$ cat src/hw/rtl/ssq_pkg.sv
package ssq_pkg;

  // Operation carried with every input beat.
  typedef enum logic [1:0] {
    MODE_PUSH  = 2'd0,
    MODE_POP   = 2'd1,
    MODE_PEEK  = 2'd2,
    MODE_CLEAR = 2'd3
  } mode_t;

  // Result status code.
  typedef enum logic [1:0] {
    ST_OK           = 2'd0,
    ST_EMPTY_ERROR  = 2'd1,
    ST_FULL_DROPPED = 2'd2
  } status_t;

  // Controller states: whether the result register holds an unread beat.
  typedef enum logic {
    CS_IDLE   = 1'b0,
    CS_RESULT = 1'b1
  } ctrl_state_t;

  // Command from the controller to the datapath.
  typedef struct packed {
    logic  exec;
    mode_t mode;
  } ctrl_cmd_t;

endpackage

$ cat src/hw/rtl/ssq_ctrl.sv
module ssq_ctrl (
  input  logic              clk,
  input  logic              rst_n,
  input  logic              in_tvalid,
  input  logic [1:0]        in_mode,
  input  logic              out_tready,
  output logic              in_tready,
  output logic              out_tvalid,
  output ssq_pkg::ctrl_cmd_t cmd
);
  import ssq_pkg::*;

  ctrl_state_t state_r;
  ctrl_state_t state_nxt;

  // State register.
  always_ff @(posedge clk) begin
    if (!rst_n) begin
      state_r <= CS_IDLE;
    end else begin
      state_r <= state_nxt;
    end
  end

  // A new beat is taken whenever the result register is free or being emptied.
  always_comb begin
    state_nxt  = state_r;
    out_tvalid = 1'b0;
    in_tready  = 1'b0;
    unique case (state_r)
      CS_IDLE: begin
        in_tready = 1'b1;
      end
      CS_RESULT: begin
        out_tvalid = 1'b1;
        in_tready  = out_tready;
      end
    endcase
    cmd.exec = in_tvalid && in_tready;
    cmd.mode = mode_t'(in_mode);
    if (cmd.exec) begin
      state_nxt = CS_RESULT;
    end else if (out_tready) begin
      state_nxt = CS_IDLE;
    end
  end

endmodule

$ cat src/hw/rtl/ssq_datapath.sv
module ssq_datapath #(
  parameter int CAPACITY       = 16,
  parameter int VALUE_WIDTH    = 8,
  parameter int PRIORITY_WIDTH = 8,
  parameter int CNT_W          = 5
) (
  input  logic                             clk,
  input  logic                             rst_n,
  input  ssq_pkg::ctrl_cmd_t               cmd,
  input  logic        [VALUE_WIDTH-1:0]    data_value,
  input  logic signed [PRIORITY_WIDTH-1:0] priority_req,
  output logic        [VALUE_WIDTH-1:0]    head_value,
  output logic                             head_valid,
  output logic                             is_empty,
  output logic        [CNT_W-1:0]          entry_count,
  output ssq_pkg::status_t                 status
);
  import ssq_pkg::*;

  logic        [VALUE_WIDTH-1:0]    slot_val_r [CAPACITY];
  logic signed [PRIORITY_WIDTH-1:0] slot_pri_r [CAPACITY];
  logic        [VALUE_WIDTH-1:0]    slot_val_nxt [CAPACITY];
  logic signed [PRIORITY_WIDTH-1:0] slot_pri_nxt [CAPACITY];
  logic        [CNT_W-1:0]          count_r;
  logic        [CNT_W-1:0]          count_nxt;
  logic        [CAPACITY-1:0]       stay;

  logic        [VALUE_WIDTH-1:0]    head_value_r;
  logic                             head_valid_r;
  status_t                          status_r;
  logic        [VALUE_WIDTH-1:0]    head_value_nxt;
  logic                             head_valid_nxt;
  status_t                          status_nxt;

  logic is_full;
  logic is_none;

  assign is_full = (count_r == CNT_W'(CAPACITY));
  assign is_none = (count_r == '0);

  // Per-slot cells: an occupied slot whose priority is at least the new one
  // keeps its entry on a push; all slots behind it move down by one.
  for (genvar i = 0; i < CAPACITY; i++) begin : g_cell
    assign stay[i] = (CNT_W'(i) < count_r) && (slot_pri_r[i] >= priority_req);

    always_comb begin
      slot_val_nxt[i] = slot_val_r[i];
      slot_pri_nxt[i] = slot_pri_r[i];
      if (cmd.exec) begin
        if (cmd.mode == MODE_PUSH && !is_full) begin
          if (!stay[i]) begin
            if (i == 0) begin
              slot_val_nxt[i] = data_value;
              slot_pri_nxt[i] = priority_req;
            end else if (stay[(i == 0) ? 0 : i - 1]) begin
              slot_val_nxt[i] = data_value;
              slot_pri_nxt[i] = priority_req;
            end else begin
              slot_val_nxt[i] = slot_val_r[(i == 0) ? 0 : i - 1];
              slot_pri_nxt[i] = slot_pri_r[(i == 0) ? 0 : i - 1];
            end
          end
        end else if (cmd.mode == MODE_POP && !is_none && i < CAPACITY - 1) begin
          slot_val_nxt[i] = slot_val_r[(i < CAPACITY - 1) ? i + 1 : i];
          slot_pri_nxt[i] = slot_pri_r[(i < CAPACITY - 1) ? i + 1 : i];
        end
      end
    end

    // Slot storage carries no reset; only occupied slots are ever read.
    always_ff @(posedge clk) begin
      slot_val_r[i] <= slot_val_nxt[i];
      slot_pri_r[i] <= slot_pri_nxt[i];
    end
  end

  // Entry count and result fields for the accepted beat.
  always_comb begin
    count_nxt      = count_r;
    head_value_nxt = '0;
    head_valid_nxt = 1'b0;
    status_nxt     = ST_OK;
    unique case (cmd.mode)
      MODE_PUSH: begin
        if (is_full) begin
          status_nxt = ST_FULL_DROPPED;
        end else begin
          count_nxt = count_r + 1'b1;
        end
      end
      MODE_POP, MODE_PEEK: begin
        if (is_none) begin
          status_nxt = ST_EMPTY_ERROR;
        end else begin
          head_value_nxt = slot_val_r[0];
          head_valid_nxt = 1'b1;
          if (cmd.mode == MODE_POP) begin
            count_nxt = count_r - 1'b1;
          end
        end
      end
      MODE_CLEAR: begin
        count_nxt = '0;
      end
    endcase
  end

  // Count register.
  always_ff @(posedge clk) begin
    if (!rst_n) begin
      count_r <= '0;
    end else if (cmd.exec) begin
      count_r <= count_nxt;
    end
  end

  // Result register, loaded with each accepted beat.
  always_ff @(posedge clk) begin
    if (cmd.exec) begin
      head_value_r <= head_value_nxt;
      head_valid_r <= head_valid_nxt;
      status_r     <= status_nxt;
    end
  end

  assign head_value  = head_value_r;
  assign head_valid  = head_valid_r;
  assign status      = status_r;
  assign entry_count = count_r;
  assign is_empty    = is_none;

endmodule

$ cat src/hw/rtl/stable_sorted_priority_queue_unit.sv
// Bounded priority queue of CAPACITY value/priority pairs, kept sorted with the
// highest signed priority at the head; equal priorities leave in arrival order.
// Each input beat carries an operation in in_tuser (0 push, 1 pop, 2 peek,
// 3 clear) and produces exactly one result beat with the head value (pop and
// peek), a valid flag, an empty flag, the entry count after the operation and
// a status (0 ok, 1 pop or peek on an empty queue, 2 push dropped when full).
// Each storage slot is a cell with its own priority compare and shift mux, so an
// insert or a removal updates all slots at the edge that accepts the beat, and
// the result is loaded into an output register at that same edge and offered
// from the next cycle. A new beat is accepted every cycle as long as the result
// register is empty or being read in that cycle. No clearing pass is needed
// after reset.
module stable_sorted_priority_queue_unit #(
  parameter int CAPACITY       = 16,
  parameter int VALUE_WIDTH    = 8,
  parameter int PRIORITY_WIDTH = 8,
  localparam int CNT_W         = $clog2(CAPACITY + 1),
  localparam int IN_W          = ((VALUE_WIDTH + PRIORITY_WIDTH + 7) / 8) * 8,
  localparam int OUT_W         = ((VALUE_WIDTH + CNT_W + 4 + 7) / 8) * 8
) (
  input  logic             clk,
  input  logic             rst_n,
  input  logic             in_tvalid,
  output logic             in_tready,
  input  logic [IN_W-1:0]  in_tdata,   // data_value, priority_req (signed), zero pad
  input  logic [1:0]       in_tuser,   // mode
  output logic             out_tvalid,
  input  logic             out_tready,
  output logic [OUT_W-1:0] out_tdata   // head_value, head_valid, is_empty,
                                       // entry_count, status, zero pad
);
  import ssq_pkg::*;

  ctrl_cmd_t                        cmd;
  logic        [VALUE_WIDTH-1:0]    head_value;
  logic                             head_valid;
  logic                             is_empty;
  logic        [CNT_W-1:0]          entry_count;
  status_t                          status;
  logic signed [PRIORITY_WIDTH-1:0] priority_req;

  assign priority_req = $signed(in_tdata[VALUE_WIDTH +: PRIORITY_WIDTH]);

  // Handshake control and output register occupancy.
  ssq_ctrl u_ctrl (
    .clk        (clk),
    .rst_n      (rst_n),
    .in_tvalid  (in_tvalid),
    .in_mode    (in_tuser),
    .out_tready (out_tready),
    .in_tready  (in_tready),
    .out_tvalid (out_tvalid),
    .cmd        (cmd)
  );

  // Sorted slot cells, count and result register.
  ssq_datapath #(
    .CAPACITY       (CAPACITY),
    .VALUE_WIDTH    (VALUE_WIDTH),
    .PRIORITY_WIDTH (PRIORITY_WIDTH),
    .CNT_W          (CNT_W)
  ) u_datapath (
    .clk          (clk),
    .rst_n        (rst_n),
    .cmd          (cmd),
    .data_value   (in_tdata[VALUE_WIDTH-1:0]),
    .priority_req (priority_req),
    .head_value   (head_value),
    .head_valid   (head_valid),
    .is_empty     (is_empty),
    .entry_count  (entry_count),
    .status       (status)
  );

  // Pack the result fields, lowest field first.
  assign out_tdata = OUT_W'({status, entry_count, is_empty, head_valid, head_value});

endmodule
$ cat config.mk
export PLATFORM = sky130hd
export DESIGN_NAME = stable_sorted_priority_queue_unit
export DESIGN_NICKNAME = d
export VERILOG_FILES = /design/src/hw/rtl/ssq_pkg.sv /design/src/hw/rtl/ssq_ctrl.sv /design/src/hw/rtl/ssq_datapath.sv /design/src/hw/rtl/stable_sorted_priority_queue_unit.sv
export SDC_FILE = /design/constraint.sdc
export NUM_CORES = 1
export LEC_CHECK = 0
export ABC_CLOCK_PERIOD_IN_PS = 6500
export BUFFER_PORTS_ARGS = -buffer_cell sky130_fd_sc_hd__buf_2
export CAP_MARGIN = 20
export CELL_PAD_IN_SITES_DETAIL_PLACEMENT = 1
export CELL_PAD_IN_SITES_GLOBAL_PLACEMENT = 2
export CORE_MARGIN = 4
export CORE_UTILIZATION = 46
export CTS_CLUSTER_DIAMETER = 80
export DETAILED_ROUTE_END_ITERATION = 8
export PLACE_DENSITY = 0.85
export SLEW_MARGIN = 20
export SYNTH_ARGS = -nofsm -noshare
export SYNTH_HDL_FRONTEND = slang
export SYNTH_SLANG_ARGS = --single-unit
export TNS_END_PERCENT = 10
$ cat constraint.sdc
create_clock -name clk -period 6.5 [get_ports clk]
set_clock_uncertainty 0.1 [all_clocks]
set_input_delay 1.3 -clock clk [delete_from_list [all_inputs] [get_ports clk]]
set_output_delay 1.3 -clock clk [all_outputs]
set_load 0.005 [all_outputs]
==> results of run 1 <==
-- cell usage in the layout, fill, tap and decap left out, types with 19 or more instances in the layout --
cell and n:
o211ai_1 48, mux2i_1 110, and2_1 50, inv_1 44, a221o_1 80, nand2_1 259, edfxtp_1 267, buf_2 40
buf_4 48, nand2b_1 19, a21o_1 20, nand3_1 107, clkbuf_16 37, ha_1 135, o21ai_0 119, a31oi_1 43
nor2_1 84, a21oi_1 43
-- worst max-delay path by stage --
stage,from,to,slack [ns]
4_1_cts,in_tdata[13],u_datapath.slot_pri_r[4][0],1.79
2_1_floorplan,in_tdata[12],u_datapath.slot_pri_r[1][0],2.00
6_report,in_tdata[13],u_datapath.slot_pri_r[4][0],1.72
3_3_place_gp,in_tdata[13],u_datapath.slot_pri_r[4][0],1.34
5_1_grt,in_tdata[13],u_datapath.slot_pri_r[4][3],1.47
3_5_place_dp,in_tdata[13],u_datapath.slot_pri_r[4][1],1.23
-- through the flow --
step	util [%]	worst slack (ns)	power, W	instances	hold slack, ns
after floorplan	-	2.00	0.00284	1742	0.396
after global routing	51.6	1.47	0.00541	2264	0.435
final	51.6	1.72	0.00522	2264	0.427
after global placement	48.3	1.34	0.00312	2200	0.416
after CTS	51.5	1.79	0.00522	2262	0.429
after detailed placement	48.3	1.23	0.00316	2200	0.430
-- worst min-delay path: stages, from the launching register on --
cell	delay (ns)
edfxtp_1	0.32
nand2_1	0.04
o21ai_0	0.06
-- logic make-up (layout without fill, tap and decap cells) --
family,Yosys count,after routing,synth area share (%)
simple gates,582,582,15.2
compound gates,448,448,18.1
flops,273,273,46.0
buf+inv,186,197,4.87
fa+ha+maj,135,135,9.54
mux,111,111,6.35
other cells,1,7,0.0212
-- sequential cells by signal, indices dropped and copies added, names as in the netlist --
signal	cells
u_ctrl.state_r	1
u_datapath.entry_count	5
u_datapath.head_valid	1
u_datapath.head_value	8
u_datapath.slot_pri_r	128
u_datapath.slot_val_r	128
u_datapath.status	2
-- metal layers --
layer	global-route usage [%]	part of all wire (%)
met3	4.87	6.0
met1	36.9	40
met5	0	0
met4	13.4	4.8
met2	51.0	49
-- area by class of cell --
type	count	area [µm²]
Timing Repair Buffer	90	601
Clock buffer	41	941
Inverter	45	169
Clock inverter	21	244
Tap cell	511	639
Sequential cell	273	8140
Fill cell	4184	18300
Multi-Input combinational cell	1283	8780
-- cells in the mapped netlist, types with 5 or more instances --
master,n
o211ai_1,48
a31oi_1,45
o21a_1,7
edfxtp_1,267
buf_2,41
nand3_1,107
o21ai_1,16
ha_1,135
dfxtp_1,6
and3_1,10
nor2_1,84
a221o_1,80
a21oi_1,46
mux2i_1,110
clkbuf_1,67
nand4_1,10
inv_1,44
a21o_1,20
buf_1,10
a2111oi_0,5
nor2b_1,10
nor4_1,8
nand2b_1,19
a311o_1,7
o311ai_0,7
buf_6,7
buf_4,16
and4_1,6
o21ai_0,121
nand2_1,259
and2_1,50
a211oi_1,10
-- power groups by stage --
stage,clock network (W),logic (W),registers (W)
after CTS,0.00209,0.000954,0.00218
after floorplan,0,0.000665,0.00217
after global placement,0,0.000897,0.00222
after detailed placement,0,0.000945,0.00222
final,0.00207,0.000962,0.00219
after global routing,0.00217,0.00106,0.00219
==> results.py, run 1 <==
metrics = {
    "power_and_ir_drop": {
        "p_clk_share_pct": 39.6,
        "power_density_over_the_cells_nw_per_um2": 267,
        "peakVddDrop_mv": 0.139,
        "power.sequential.fraction_pct": 41.9,
        "static-leakage-power_nw": 7.79,
        "power_report.internal_total_w": 0.00370,
        "combinationalPowerShare_pct": 18.4,
        "power.switching_fraction_pct": 29.1,
        "power.net_switching_w": 0.00152,
    },
    "timing": {
        "fin_crit_ns": 4.78,
        "setup_viol": 0,
        "maxClockFrequency_mhz": 209,
        "slew_violations": 0,
        "period_share_pct": 73.5,
        "slew-limit-headroom_pct": 25.1,
        "rsz0062_at_grt": "no",
        "fin_setup_tns_ns": 0,
        "worst_slew_pin_slew_ns": 1.12,
        "report.final.hold_viol_count": 0,
    },
    "setup_path": {
        "worst_setup_path_start_kind": "primary input",
        "worst-endpoint-required_ns": 6.65,
        "cp_num_cells": 11,
        "critical_path.endpoint_type": "flip-flop",
        "crit_path_cell_trace": "buf_2, inv_1, ha_1, a21o_1, a2111oi_0, a211oi_1, a21oi_4, buf_4, nor2_1, nor2_1, buf_4",
        "stage_delay_of_the_slowest_cell_on_the_critical_path_ns": 0.58,
        "number_of_cells_traversed_by_the_worst_register_to_register_path": 10,
        "path_max_fanout": 26,
        "cpLargestDelayFamily": "buffers and inverters",
        "r2r-end": "u_datapath.slot_val_r[12][4]",
        "cp_slowest_cell": "nor2_1",
        "reg2reg_from": "u_datapath.entry_count[1]",
        "arrival_ns": 4.93,
        "setup.worst_path.class": "primary input to flip-flop",
        "timing.reg2reg.setup_slack_ns": 2.58,
        "worst-path-buf-inv": 4,
    },
    "logic_synthesis": {
        "postSynthAreaPerCell_um2": 10.2,
        "yosysTopAreaCell": "edfxtp_1",
        "synth_top_flop_cell": "edfxtp_1",
        "syn-cell-area_um2": 17700,
        "synth_edf_count": 267,
        "synth.yosys.seq_area_share_pct": 46.0,
        "synthDominantCellAreaShare_pct": 45.3,
        "synth.distinct_cells": 70,
        "yosys_warnings": 0,
        "post_synth_inst_count": 1736,
        "synth_top_cells_by_area": "edfxtp_1 45%, ha_1 9.5%, mux2i_1 6.2%, nand2_1 5.5%, a221o_1 4.5%",
        "ys_ff_latch": 273,
        "synth-async-reset-ratio_pct": 0,
    },
    "route": {
        "first_iter_violations": 1150,
        "drtAntennaViolNets": 0,
        "detail_route.first_pass.iterations": 6,
        "routedWlPerCell_um": 27.7,
        "vias": 14700,
        "drt_wl_total_um": 62700,
        "drcViolationCount": 0,
        "avgViaCountPerCell": 6.50,
    },
    "clock_network": {
        "tritoncts": "built",
        "clock_sinks": 273,
        "clk_pin_slew_ns": 0.06,
        "cts-root-buf": "clkbuf_16",
        "cts_resized": 0,
        "clock_tree.htree_level_count": 2,
        "cts-buffers-inserted": 35,
        "cts_hold_buffers": 0,
        "post_cts_buffers": 0,
        "cts_buffer_depth": 3,
        "clk-insertion-delay-late_ns": 0.54,
    },
    "worst_hold_path": {
        "holdCritPathClass": "flip-flop to flip-flop",
        "min_delay_worst_endpoint": "u_datapath.slot_val_r[14][5]",
        "worst_hold_path_depth": 2,
        "hold_path.startpoint": "u_datapath.slot_val_r[15][5]",
    },
    "die": {
        "io-pin-count": 48,
        "die-height_um": 204,
        "chipWidth_um": 204,
        "row_count": 71,
        "core_um2": 37800,
        "floorplan.initialDensity_pct": 46.8,
        "area_of_the_die_um2": 41700,
    },
    "place": {
        "gp_congestion": 0.841,
        "dp.final_hpwl_um": 42600,
        "postPlaceCellArea_um2": 18300,
        "io_buffers": 40,
    },
    "finish": {
        "post-route-cell-area_um2": 19500,
        "diodes": 0,
        "layout.nets": 1885,
        "drive_gt1_share_pct": 9.58,
        "area_delta_synth_final_pct": 10.3,
    },
    "status": {
        "status": "completed",
    },
    "grt": {
        "global_route_wire_length_before_repair_um": 94100,
        "vias_in_the_first_global_route": 15500,
        "largest_net_degree_at_the_start_of_global_routing": 158,
        "globalRouteOverflowTotal": 0,
        "grt_use_total_pct": 29.7,
        "antenna_found_initial": 0,
    },
    "job": {
        "max_cap_violations": 0,
    },
}
No activity file was read; power rests on OpenSTA's default activity.
==> run 2: changes to the inputs <==
--- a/config.mk
+++ b/config.mk
@@ -5,16 +5,16 @@
 export SDC_FILE = /design/constraint.sdc
 export NUM_CORES = 1
 export LEC_CHECK = 0
-export ABC_CLOCK_PERIOD_IN_PS = 6500
+export ABC_CLOCK_PERIOD_IN_PS = 4500
 export BUFFER_PORTS_ARGS = -buffer_cell sky130_fd_sc_hd__buf_2
 export CAP_MARGIN = 20
 export CELL_PAD_IN_SITES_DETAIL_PLACEMENT = 1
 export CELL_PAD_IN_SITES_GLOBAL_PLACEMENT = 2
 export CORE_MARGIN = 4
-export CORE_UTILIZATION = 46
+export CORE_UTILIZATION = 42
 export CTS_CLUSTER_DIAMETER = 80
 export DETAILED_ROUTE_END_ITERATION = 8
-export PLACE_DENSITY = 0.85
+export PLACE_DENSITY = 0.79
 export SLEW_MARGIN = 20
 export SYNTH_ARGS = -nofsm -noshare
 export SYNTH_HDL_FRONTEND = slang
==> constraint.sdc (replaced) <==
create_clock -name clk -period 4.5 [get_ports clk]
set_clock_uncertainty 0.1 [all_clocks]
set_input_delay 0.9 -clock clk [delete_from_list [all_inputs] [get_ports clk]]
set_output_delay 0.9 -clock clk [all_outputs]
set_load 0.005 [all_outputs]
==> results.py, run 2 (synthesis results as in run 1) <==
metrics = {
    "status": {
        "status": "completed",
    },
    "grt": {
        "globalRouteOverflowTotal": 0,
        "grt_use_total_pct": 27.6,
        "global_route_wire_length_before_repair_um": 94500,
        "antenna_found_initial": 1,
        "largest_net_degree_at_the_start_of_global_routing": 106,
        "vias_in_the_first_global_route": 15500,
    },
    "place": {
        "postPlaceCellArea_um2": 18600,
        "dp.final_hpwl_um": 43800,
        "gp_congestion": 0.845,
        "io_buffers": 40,
    },
    "timing": {
        "rsz0062_at_grt": "no",
        "period_share_pct": 78.8,
        "setup_viol": 0,
        "maxClockFrequency_mhz": 282,
        "worst_slew_pin_slew_ns": 0.965,
        "fin_crit_ns": 3.55,
        "report.final.hold_viol_count": 0,
        "slew_violations": 0,
        "fin_setup_tns_ns": 0,
        "slew-limit-headroom_pct": 35.7,
    },
    "finish": {
        "layout_common_cells": "267 x edfxtp_1, 259 x nand2_1, 135 x ha_1",
        "layout.nets": 1921,
        "diodes": 0,
        "drive_gt1_share_pct": 11.5,
        "layout_commonest_cell": "edfxtp_1",
        "filler_instances": 4534,
        "register_area_um2": 8140,
        "multi_input_comb_area_um2": 8780,
        "area_delta_synth_final_pct": 11.8,
        "post-route-cell-area_um2": 19800,
    },
    "die": {
        "io-pin-count": 48,
        "floorplan.initialDensity_pct": 43.0,
        "row_count": 74,
        "die-height_um": 213,
        "core_um2": 41200,
        "chipWidth_um": 213,
        "area_of_the_die_um2": 45500,
    },
    "route": {
        "drcViolationCount": 0,
        "detail_route.first_pass.iterations": 6,
        "routedWlPerCell_um": 27.1,
        "drtAntennaViolNets": 0,
        "first_iter_violations": 1094,
        "vias": 14800,
        "avgViaCountPerCell": 6.36,
        "drt_wl_total_um": 63000,
    },
    "setup_path": {
        "setup.worst_path.class": "primary input to flip-flop",
        "worst_setup_path_start_kind": "primary input",
        "arrival_ns": 3.69,
        "critical_path.endpoint_type": "flip-flop",
        "path_max_fanout": 17,
        "worst-endpoint-required_ns": 4.64,
    },
    "clock_network": {
        "tritoncts": "built",
        "cts-root-buf": "clkbuf_16",
        "clk-insertion-delay-late_ns": 0.56,
        "clock_tree.htree_level_count": 2,
        "cts_resized": 0,
        "clk_pin_slew_ns": 0.06,
        "cts_hold_buffers": 0,
        "cts_buffer_depth": 3,
        "post_cts_buffers": 0,
        "cts-buffers-inserted": 35,
        "clock_sinks": 273,
    },
    "power_and_ir_drop": {
        "power_density_over_the_cells_nw_per_um2": 379,
        "static-leakage-power_nw": 7.95,
        "peakVddDrop_mv": 0.257,
    },
    "worst_hold_path": {
        "holdCritPathClass": "flip-flop to flip-flop",
    },
    "job": {
        "max_cap_violations": 0,
    },
}
run 2: layout make-up:
class | count | area share (%)
sequential | 273 | 41.1
inverter | 45 | 0.854
clock inverter | 19 | 1.19
clock buffer | 44 | 4.70
multi-input combinational | 1283 | 44.4
timing repair buffer | 126 | 4.40
tap | 532 | 3.36
run 2: power breakdown:
group / switching [W] / total [W] / internal [W]
registers: 0.000147 / 0.00317 / 0.00302
clock network: 0.00117 / 0.00293 / 0.00176
logic: 0.000894 / 0.00141 / 0.000514
total: 0.00221 / 0.00750 / 0.00529
run 2: layer usage:
layer	wire length (µm)	global-route usage, %	vias to the layer above
li1	-	-	6619
met1	26000	35.0	7538
met3	3190	3.59	160
met5	0	0	-
met4	2810	11.5	0
met2	31000	47.7	442
run 2: final timing paths:
path                                                      to  slack (ns)  depth (start not counted)                          from
worst max-delay path             u_datapath.slot_pri_r[8][5]        0.95                         12                  in_tdata[13]
worst min-delay path            u_datapath.slot_val_r[14][2]        0.43                          2  u_datapath.slot_val_r[15][2]
worst max register to register   u_datapath.slot_pri_r[7][5]        1.18                          7     u_datapath.entry_count[3]
worst min register to register  u_datapath.slot_val_r[14][2]        0.43                          2  u_datapath.slot_val_r[15][2]
run 2: through the flow:
step	setup slack (ns)	total power [W]	utilization, %	instances	hold slack [ns]
after floorplan	0.400	0.00410	-	1742	0.396
after global placement	0.505	0.00455	45.2	2259	0.408
after detailed placement	0.357	0.00461	45.2	2259	0.423
after CTS	0.927	0.00754	48.0	2322	0.433
after global routing	0.778	0.00779	48.0	2322	0.465
final	0.953	0.00750	48.0	2322	0.427
run 2: worst max-delay path, cell delays in order:
cell,delay (ns)
buf_2,0.39
inv_1,0.17
buf_4,0.24
ha_1,0.33
a21o_1,0.18
a2111oi_0,0.37
o21ai_0,0.15
nand4_1,0.13
buf_4,0.35
nor2_1,0.07
nor2_1,0.17
buf_4,0.21
